`src/design/npcs_pkg.sv`:
```
// Shared types and constants for the nearest palette color search block.
// Used by every module of the block; depends on nothing else.
package npcs_pkg;

    localparam int PALETTE_DEPTH = 256;
    localparam int ADDR_W        = $clog2(PALETTE_DEPTH);
    localparam int CH_W          = 16;
    localparam int IDX_W         = 8;
    localparam int DIST_W        = 34;
    localparam int SQ_W          = 2 * CH_W;
    localparam int SIZE_W        = 9;
    localparam int CFG_IDX_W     = 1;
    localparam int CFG_DATA_W    = 9;

    localparam logic MODE_LOAD  = 1'b0;
    localparam logic MODE_QUERY = 1'b1;

    localparam logic [CFG_IDX_W-1:0] REG_PALETTE_SIZE    = 1'd0;
    localparam logic [CFG_IDX_W-1:0] REG_DISTANCE_METRIC = 1'd1;

    localparam logic [SIZE_W-1:0] PALETTE_SIZE_RESET = SIZE_W'(256);

    typedef struct packed {
        logic [CH_W-1:0] red;
        logic [CH_W-1:0] green;
        logic [CH_W-1:0] blue;
    } color_t;

    typedef struct packed {
        logic             mode;
        logic [IDX_W-1:0] entry_index;
        logic [CH_W-1:0]  red;
        logic [CH_W-1:0]  green;
        logic [CH_W-1:0]  blue;
    } in_item_t;

    typedef struct packed {
        logic [IDX_W-1:0]  best_index;
        logic [CH_W-1:0]   best_red;
        logic [CH_W-1:0]   best_green;
        logic [CH_W-1:0]   best_blue;
        logic [DIST_W-1:0] best_distance;
    } out_item_t;

    // Control that travels with each palette entry through the search pipeline.
    typedef struct packed {
        logic              valid;
        logic              last;
        logic [ADDR_W-1:0] index;
    } scan_tag_t;

endpackage

```
`src/design/npcs_min_tracker.sv`:
```
// Keeps the closest entry seen so far in a scan; the first minimum wins a tie.
// Depends on npcs_pkg for widths, the color type and the scan tag.
module npcs_min_tracker (
    input  logic                        clk,
    input  logic                        rst_n,
    input  logic                        start,
    input  logic                        take,
    input  npcs_pkg::scan_tag_t         tag,
    input  npcs_pkg::color_t            color,
    input  logic [npcs_pkg::DIST_W-1:0] distance,
    output logic                        done,
    output logic [npcs_pkg::ADDR_W-1:0] best_index,
    output npcs_pkg::color_t            best_color,
    output logic [npcs_pkg::DIST_W-1:0] best_dist
);
    import npcs_pkg::*;

    logic              done_reg;
    logic [ADDR_W-1:0] best_index_reg;
    color_t            best_color_reg;
    logic [DIST_W-1:0] best_dist_reg;
    logic              update;

    // Entry zero always opens the scan; later entries must be strictly closer.
    assign update = tag.valid && ((tag.index == '0) || (distance < best_dist_reg));

    always_ff @(posedge clk or negedge rst_n)
    begin
        if (!rst_n)
        begin
            done_reg <= 1'b0;
        end
        else if (start || take)
        begin
            done_reg <= 1'b0;
        end
        else if (tag.valid && tag.last)
        begin
            done_reg <= 1'b1;
        end
    end

    always_ff @(posedge clk)
    begin
        if (update)
        begin
            best_index_reg <= tag.index;
            best_color_reg <= color;
            best_dist_reg  <= distance;
        end
    end

    assign done       = done_reg;
    assign best_index = best_index_reg;
    assign best_color = best_color_reg;
    assign best_dist  = best_dist_reg;

endmodule

```
`config.mk`:
```
export PLATFORM = sky130hd
export DESIGN_NAME = npcs_min_tracker
export DESIGN_NICKNAME = d
export VERILOG_FILES = /design/src/design/npcs_pkg.sv /design/src/design/npcs_min_tracker.sv
export SDC_FILE = /design/constraint.sdc
export NUM_CORES = 1
export LEC_CHECK = 0
export ABC_AREA = 1
export BUFFER_PORTS_ARGS = -buffer_cell sky130_fd_sc_hd__buf_2
export CORE_AREA = 2 2 91 93
export DETAILED_ROUTE_END_ITERATION = 6
export DIE_AREA = 0 0 93 95
export PLACE_DENSITY = 0.85
export RECOVER_POWER = 25
export SYNTH_ARGS = -nofsm -noshare
export SYNTH_HDL_FRONTEND = slang
export SYNTH_SLANG_ARGS = --single-unit
```
`constraint.sdc`:
```
create_clock -name clk -period 6.7 [get_ports clk]
set_clock_uncertainty 0.2 [all_clocks]
set_input_delay 0.67 -clock clk [delete_from_list [all_inputs] [get_ports clk]]
set_output_delay 0.67 -clock clk [all_outputs]
set_load 0.05 [all_outputs]
```
==> results.yml <==
global_routing:
  grt_pass1_vias: 2389
  grt_usage_pct: 17.6
  grt_max_degree: 42
  antenna_found_initial: 1
  grt_pass1_wl_um: 11500
  grt_overflow: 0
timing:
  fin_crit_ns: 3.48
  fmax_ghz: 0.287
  rsz0062_at_grt: "no"
  fin_tns_setup_ns: 0
  setup_violations: 0
  hold_viol: 0
  maxSlewHeadroom_pct: 20.0
  fin_crit_sh_pct: 52.0
  maxSlewViolCount: 0
  worstMarginPinSlew_ns: 1.20
critical_path:
  critPathMaxFanout: 41
  worst_ep_arrival_time_ns: 3.28
  critical-path-slowest-cell: "a21oi_4"
  critical_path_required_ns: 6.49
  cpMostUsedCell: "nand2_1"
  r2r_slack_ns: 3.24
  crit_path_start_kind: "input port"
  worstPathCellList: "clkbuf_1 > ha_1 > nand4_1 > inv_1 > nand2_1 > clkinv_1 > nand2_1 > nand2_1 > nor2_1 > nand2_1 > a21oi_4 > buf_4"
  cp_num_buf_inv: 4
  critPathTopFamily: "compound AO/OA/AOI/OAI gates"
  worstSetupPathType: "input port to flip-flop"
  ff2ff_path_depth: 12
  critPathCaptureType: "flip-flop"
  crit_cells: 12
  cp_slowest_stage_delay_ns: 0.94
place:
  port_buffers: 186
  dp_hpwl_um: 6400
  gpl.final_weighted_congestion: 0.738
synth:
  synthesis.area_sq_um: 3730
  syn-instance-count: 263
  synth_warnings: 0
  synth_nets: 392
  yosysSeqAreaShare_pct: 73.2
  ys_types: 19
  ys_ff_latch: 91
  synth_area_per_cell_sq_um: 14.2
clock_tree:
  numCtsBuffers: 9
  ctsResizeCount: 0
  clk_latency_ns: 0.34
  root_buffer: "clkbuf_8"
  cts_setup_buffers: 0
  postCtsHoldBufs: 1
  htreeDepth: 3
  cts_buffer_depth: 2
  cts_tree: "yes"
  clkTransAtPathRegs_ns: 0.09
  clock-sinks: 91
route:
  via_per_inst: 4.50
  routed_wl_um: 8020
  dr_total_vias: 2582
  ant_nets: 0
  drcViolationCount: 0
  dr.pass1.iters: 4
  drt-initial-drc-count: 57
  wl_per_cell_um: 14.0
floorplan:
  rows: 33
  dieWidth_um: 93
  coreArea_sq_um: 7930
  floorplan.initialDensity_pct: 47.0
  pin_count: 187
  die_h_um: 95
  die_area_sq_um: 8840
cells_and_area:
  finalCoreUtilization_pct: 63.2
  largest_register_ffs: 48
  most-common-layout-cells: "buf_2 (174), edfxtp_1 (90), inv_1 (49)"
  fillers: 632
  drive_gt1_share_pct: 42.5
  multi_input_area_sq_um: 817
  area_growth_pct: 34.4
  final_common_cell: "buf_2"
  nets: 592
  seq_area_sq_um: 2730
job:
  maxCapViolations: 0
power_and_ir_drop:
  leakage_nw: 2.38
  p_per_area_nw_per_um2: 270
  peakVddDrop_mv: 0.138
min_path:
  holdPathStages: 1
  min_path_type: "input port to flip-flop"
outcome:
  status: "complete, no violations"
[cell type report]
type | instances | area share [%]
Inverter | 51 | 3.82
Timing Repair Buffer | 189 | 18.8
Tap cell | 105 | 2.62
Clock inverter | 6 | 1.42
Sequential cell | 91 | 54.4
Multi-Input combinational cell | 121 | 16.3
Clock buffer | 10 | 2.55
Antenna cell | 1 | 0.0500
[logic make-up after synthesis]
logic type                 synth area share (%)
adders and majority gates                  11.1
DFF                                        73.2
AOI/OAI and AO/OA                          2.95
buffers and inverters                      5.13
and+or+nand+nor                            7.68
[stage by stage]
step / hold WS (ns) / area (sq um) / setup WS [ns] / instances / total power, mW
2_1_floorplan: 0.174 / 3730 / 1.90 / 263 / 0.909
3_3_place_gp: 0.245 / 4810 / 2.88 / 556 / 0.988
3_5_place_dp: 0.247 / 4810 / 2.82 / 556 / 0.996
4_1_cts: 0.276 / 5020 / 3.21 / 573 / 1.37
5_1_grt: 0.268 / 5010 / 2.92 / 573 / 1.41
6_report: 0.294 / 5010 / 3.22 / 574 / 1.35
[cell usage after synthesis]
library cell   n  area, sq um
edfxtp_1      90         2700
a21oi_1       11         55.1
o21ai_0        2         10.0
nor2_1        13         48.8
a21o_1         2         15.0
inv_2          1         3.75
nor2_4         1         11.3
ha_1          33          413
clkinv_1       1         3.75
dfrtp_1        1         25.0
a21boi_2       1         11.3
nand4_1        2         12.5
nor4_1         2         12.5
o21ai_1        2         10.0
nand2_1       47          176
inv_1         49          184
nor2_2         2         12.5
a21oi_2        1         8.76
nand2_2        2         12.5
[power by group]
part           internal [mW]  switching (mW)
clock network          0.176           0.194
logic                 0.0712           0.218
registers              0.678          0.0128
[worst register-to-register path: stages, from the launching register on]
cell	delay [ns]
edfxtp_1	0.39
inv_1	0.08
ha_1	0.25
nand4_1	0.14
inv_1	0.07
nand2_1	0.08
clkinv_1	0.06
nand2_1	0.06
nand2_1	0.05
nor2_1	0.08
nand2_1	0.10
a21oi_4	0.94
buf_4	0.57
[worst paths after layout]
path / start / end
max in group asynchronous: rst_n / done
min in group asynchronous: rst_n / done
hold / removal: color[35] / best_color[35]
setup / recovery: distance[33] / best_dist[20]
setup reg to reg: best_dist[33] / best_dist[20]
hold reg to reg: done / done
[routing by layer]
layer  wire length, um  GRT usage [%]
met5                 0              0
met1              3100           20.9
met2              4090           30.9
met4               147           7.23
met3               683           4.31
No activity file was read; power rests on OpenSTA's default activity.
