==> src/design/npcs_pkg.sv <==
// Shared types and constants for the nearest palette color search block.
// Used by every module of the block; depends on nothing else.
package npcs_pkg;

    localparam int PALETTE_DEPTH = 256;
    localparam int ADDR_W        = $clog2(PALETTE_DEPTH);
    localparam int CH_W          = 16;
    localparam int IDX_W         = 8;
    localparam int DIST_W        = 34;
    localparam int SQ_W          = 2 * CH_W;
    localparam int SIZE_W        = 9;
    localparam int CFG_IDX_W     = 1;
    localparam int CFG_DATA_W    = 9;

    localparam logic MODE_LOAD  = 1'b0;
    localparam logic MODE_QUERY = 1'b1;

    localparam logic [CFG_IDX_W-1:0] REG_PALETTE_SIZE    = 1'd0;
    localparam logic [CFG_IDX_W-1:0] REG_DISTANCE_METRIC = 1'd1;

    localparam logic [SIZE_W-1:0] PALETTE_SIZE_RESET = SIZE_W'(256);

    typedef struct packed {
        logic [CH_W-1:0] red;
        logic [CH_W-1:0] green;
        logic [CH_W-1:0] blue;
    } color_t;

    typedef struct packed {
        logic             mode;
        logic [IDX_W-1:0] entry_index;
        logic [CH_W-1:0]  red;
        logic [CH_W-1:0]  green;
        logic [CH_W-1:0]  blue;
    } in_item_t;

    typedef struct packed {
        logic [IDX_W-1:0]  best_index;
        logic [CH_W-1:0]   best_red;
        logic [CH_W-1:0]   best_green;
        logic [CH_W-1:0]   best_blue;
        logic [DIST_W-1:0] best_distance;
    } out_item_t;

    // Control that travels with each palette entry through the search pipeline.
    typedef struct packed {
        logic              valid;
        logic              last;
        logic [ADDR_W-1:0] index;
    } scan_tag_t;

endpackage

==> src/design/npcs_dist_unit.sv <==
// Three-stage distance pipeline: channel differences, squares, then sum or maximum.
// Depends on npcs_pkg for widths, the color type and the scan tag.
module npcs_dist_unit (
    input  logic                        clk,
    input  logic                        rst_n,
    input  logic                        metric,
    input  npcs_pkg::color_t            target,
    input  npcs_pkg::scan_tag_t         in_tag,
    input  npcs_pkg::color_t            in_color,
    output npcs_pkg::scan_tag_t         out_tag,
    output npcs_pkg::color_t            out_color,
    output logic [npcs_pkg::DIST_W-1:0] out_dist
);
    import npcs_pkg::*;

    scan_tag_t         s1_tag_reg, s2_tag_reg, s3_tag_reg;
    color_t            s1_color_reg, s2_color_reg, s3_color_reg;
    logic [CH_W-1:0]   dr_reg, dg_reg, db_reg;
    logic [CH_W-1:0]   dr_next, dg_next, db_next;
    logic [SQ_W-1:0]   sq_r_reg, sq_g_reg, sq_b_reg;
    logic [CH_W-1:0]   max_reg, max_next;
    logic [DIST_W-1:0] dist_reg, dist_next;

    function automatic logic [CH_W-1:0] abs_diff(input logic [CH_W-1:0] a,
                                                 input logic [CH_W-1:0] b);
        abs_diff = (a >= b) ? (a - b) : (b - a);
    endfunction

    always_comb
    begin
        dr_next = abs_diff(in_color.red, target.red);
        dg_next = abs_diff(in_color.green, target.green);
        db_next = abs_diff(in_color.blue, target.blue);
    end

    always_comb
    begin
        max_next = dr_reg;
        if (dg_reg > max_next)
        begin
            max_next = dg_reg;
        end
        if (db_reg > max_next)
        begin
            max_next = db_reg;
        end
    end

    always_comb
    begin
        if (metric)
        begin
            dist_next = DIST_W'(max_reg);
        end
        else
        begin
            dist_next = DIST_W'(sq_r_reg) + DIST_W'(sq_g_reg) + DIST_W'(sq_b_reg);
        end
    end

    always_ff @(posedge clk or negedge rst_n)
    begin
        if (!rst_n)
        begin
            s1_tag_reg <= '0;
            s2_tag_reg <= '0;
            s3_tag_reg <= '0;
        end
        else
        begin
            s1_tag_reg <= in_tag;
            s2_tag_reg <= s1_tag_reg;
            s3_tag_reg <= s2_tag_reg;
        end
    end

    always_ff @(posedge clk)
    begin
        s1_color_reg <= in_color;
        dr_reg       <= dr_next;
        dg_reg       <= dg_next;
        db_reg       <= db_next;

        s2_color_reg <= s1_color_reg;
        sq_r_reg     <= SQ_W'(dr_reg) * SQ_W'(dr_reg);
        sq_g_reg     <= SQ_W'(dg_reg) * SQ_W'(dg_reg);
        sq_b_reg     <= SQ_W'(db_reg) * SQ_W'(db_reg);
        max_reg      <= max_next;

        s3_color_reg <= s2_color_reg;
        dist_reg     <= dist_next;
    end

    assign out_tag   = s3_tag_reg;
    assign out_color = s3_color_reg;
    assign out_dist  = dist_reg;

endmodule

==> config.mk <==
export PLATFORM = sky130hd
export DESIGN_NAME = npcs_dist_unit
export DESIGN_NICKNAME = d
export VERILOG_FILES = /design/src/design/npcs_pkg.sv /design/src/design/npcs_dist_unit.sv
export SDC_FILE = /design/constraint.sdc
export NUM_CORES = 2
export LEC_CHECK = 0
export ABC_AREA = 0
export BUFFER_PORTS_ARGS = -buffer_cell sky130_fd_sc_hd__buf_2
export CELL_PAD_IN_SITES_DETAIL_PLACEMENT = 1
export CELL_PAD_IN_SITES_GLOBAL_PLACEMENT = 1
export CORE_MARGIN = 2
export CORE_UTILIZATION = 45
export CTS_BUF_LIST = sky130_fd_sc_hd__clkbuf_16
export CTS_CLUSTER_DIAMETER = 100
export DETAILED_ROUTE_END_ITERATION = 7
export GPL_TIMING_DRIVEN = 0
export PLACE_DENSITY_LB_ADDON = 0.1
export SYNTH_ARGS = -nofsm -noshare
export SYNTH_HDL_FRONTEND = slang
export SYNTH_SLANG_ARGS = --single-unit
==> constraint.sdc <==
create_clock -name clk -period 6.1 [get_ports clk]
set_clock_uncertainty 0.1 [all_clocks]
set_input_delay 0 -clock clk [delete_from_list [all_inputs] [get_ports clk]]
set_output_delay 0 -clock clk [all_outputs]
set_load 0.005 [all_outputs]
==> results_dict.tcl <==
set metrics [dict create \
    timing.final.max_slew_violations 0 \
    r2r_start "db_reg[2]$_DFF_P_" \
    measured_slew_at_the_worst_slew_check_pin_ns 0.769 \
    clk_root_buffer_cell "clkbuf_16" \
    viasPerCell 5.20 \
    yosys_most_used_dff "dfxtp_1" \
    flow.area_growth_from_synthesis_pct 25.3 \
    clock_tree_from_tritoncts "yes" \
    first_global_vias 33100 \
    dieHeight_microns 292 \
    cts_sinks 365 \
    number_of_buffers_on_the_longest_clock_path 3 \
    report.final.setup_viol 4 \
    route.detailed.wl_per_inst_microns 20.9 \
    ys_seq_elements 365 \
    grt_overflow 0 \
    drv_cap 0 \
    critical_path.startpoint_type "register" \
    cp_slowest_stage_delay_ns 0.55 \
    ys_async_sr_fraction_pct 8.22 \
    end_kind "register" \
    hold_class "input port to register" \
    nets 5682 \
    reg2reg_slack_ns -0.19 \
    synth_top_cell_by_area "fa_1" \
    crit_type "register to register" \
    synth_cells 4008 \
    worst_setup_hold_path_clk_slew_ns 0.06 \
    detailedPlace.worstSlack_ns -2.09 \
    first_pass_grt_wire_length_microns 186000 \
    critical_path_cell_count 21 \
    worst_hold_startpoint "target[41]" \
    critPathLaunch "db_reg[2]$_DFF_P_" \
    initialDrtViolationCount 1318 \
    yosys.cell_types.count 80 \
    finalHoldWorstSlack_ns 0.0246 \
    die_width_microns 292 \
    failed_checks "negative setup slack" \
    total_area_of_multi_input_combinational_cells_sq_um 27400 \
    most-common-layout-cells "856 x inv_1, 508 x fa_1, 422 x ha_1" \
    worstPathRequired_ns 6.49 \
    grt_max_degree 31 \
    num-fill-cells 9098 \
    track_usage_pct 28.1 \
    placement_rows 105 \
    fp.coreArea_sq_um 82000 \
    syn-mean-instance-area_sq_um 9.28 \
    whs_path_depth 7 \
    final-hold-violation-count 0 \
    proportion_of_layout_cells_with_a_drive_suffix_above_1_pct 18.5 \
    syn_area_sq_um 37200 \
    clkLatencyLatePin_ns 0.64 \
    reg2reg_depth 21 \
    post-route-min-period_ns 6.29 \
    yosysTopAreaCellShare_pct 28.2 \
    place_hpwl_microns 89500 \
    num_vias 29600 \
    post-route-drc-count 0 \
    yosys_warnings 0 \
    floorplan.die_area_sq_um 85000 \
    synth-seq-area-share_pct 20.0 \
    worstPathCellList "clkbuf_16 -> nand2_4 -> inv_1 -> fa_1 -> inv_1 -> fa_1 -> inv_1 -> fa_2 -> fa_2 -> fa_1 -> inv_1 -> fa_1 -> inv_2 -> ha_4 -> and3_4 -> nand4_1 -> a2111oi_4 -> nor2_2 -> o31ai_4 -> a31oi_2 -> xnor2_2" \
    slew_headroom_pct 48.8 \
    path_delay_family "adder cells" \
    tritoncts.num_buffers 44 \
    finalCritPeriodShare_pct 103 \
    regArea_sq_um 7620 \
    critPathBufInv 6 \
    worstPathArrival_ns 6.68 \
    grt_setup_unrepaired "yes" \
    drt-total-wl_microns 119000 \
    antenna_found_initial 5 \
    number_of_buffers_inserted_by_port_buffering 199 \
    floorplan.initialDensity_pct 45.4 \
    worst_slack_ns -0.193 \
    gp_congestion 0.857 \
    timing.critical_path.slowest_stage_cell "fa_2" \
    count_of_flip_flops_with_a_built_in_enable_after_synthesis 0 \
    number_of_iterations_in_the_first_detailed_routing_pass 6 \
    final_common_cell "inv_1" \
    antenna_left 0 \
    run_status "finished with violations" \
    htree_num_levels 2 \
    post_synth_main_area_contributors "fa_1 28%, dfxtp_1 18%, ha_1 15%" \
    fmax_mhz 159 \
    timing.critical_path.fanout_max 10 \
    floorplan.io_pins 201 \
]
cell families (layout without fill, tap and decap cells):
logic type               Yosys count  after routing  synth area share [%]
other                              1              5                0.0101
AND/OR/NAND/NOR                  819            819                  9.99
multiplexers                      59             59                  1.64
adder cells (fa/ha/maj)          980            980                  43.5
flip-flops                       365            365                  20.0
buffers and inverters           1007           1626                  10.2
AO/OA/AOI/OAI                    612            612                  10.7
XOR/XNOR                         165            165                  3.88
synth_stat cells, types with 60 or more instances:
| cell | number |
|---|---|
| inv_1 | 898 |
| fa_1 | 524 |
| ha_1 | 456 |
| dfxtp_1 | 335 |
| nand2_1 | 323 |
| nor2_1 | 225 |
| a21oi_1 | 187 |
| xnor2_1 | 110 |
| a21o_1 | 102 |
| o21ai_0 | 98 |
| clkbuf_1 | 89 |
| and2_1 | 60 |
worst reg2reg max path, delay by kind of cell (launching register included):
kind	cells	cell delay, ns
flip-flops	1	0.37
adder cells (fa/ha/maj)	7	3.27
AND/OR/NAND/NOR	4	0.67
XOR/XNOR	1	0.29
AO/OA/AOI/OAI	3	0.95
buffers and inverters	6	0.48
per-stage QoR:
step,setup TNS [ns],cell area [sq um],util (%),cells
floorplan,0,37200,-,4010
global placement,-60.17,39500,48.2,5279
detailed placement,-63.91,39500,48.2,5279
CTS,-0.562,45300,55.3,5622
global route,-2.24,46600,56.9,5700
finish,-0.532,46600,56.9,5701
final cells by class:
| cell class | instances | area share, % |
|---|---|---|
| sequential | 365 | 16.3 |
| inverter | 906 | 7.55 |
| antenna | 2 | 0.0107 |
| timing repair buffer | 542 | 9.00 |
| multi-input combinational | 2638 | 58.7 |
| tap | 1070 | 2.87 |
| buffer | 96 | 2.21 |
| clock inverter | 37 | 0.864 |
| clock buffer | 45 | 2.42 |
metal layers:
metal / up-vias / part of all wire (%) / GRT usage [%] / wire length, microns
met5: - / 0 / 0 / 0
met4: 0 / 2.9 / 7.43 / 3490
li1: 13700 / - / - / -
met3: 172 / 4.0 / 2.65 / 4830
met1: 15100 / 44 / 37.5 / 52400
met2: 584 / 49 / 48.9 / 58600
path summary, 6_finish.rpt:
check | endpoint
worst max-delay path | sq_b_reg[30]$_DFF_P_
worst min-delay path | dr_reg[10]$_DFF_P_
worst max register to register | sq_b_reg[30]$_DFF_P_
worst min register to register | out_color[44]$_DFF_P_
max in group asynchronous | s1_tag_reg[0]$_DFF_PN0_
min in group asynchronous | out_tag[8]$_DFF_PN0_
what timing repair did:
| item | CTS | global route |
|---|---|---|
| hold buffers | 181 | 0 |
| pin swaps | 74 | 115 |
| buffers inserted | 81 | 82 |
| hold endpoints to repair | 140 | 0 |
| endpoints found under the setup margin | 62 | 41 |
| resized for setup | 444 | 215 |
Power is left out: the tool's default activity adds up to more than one toggle a clock period on the data nets, which glitch-free logic cannot reach.
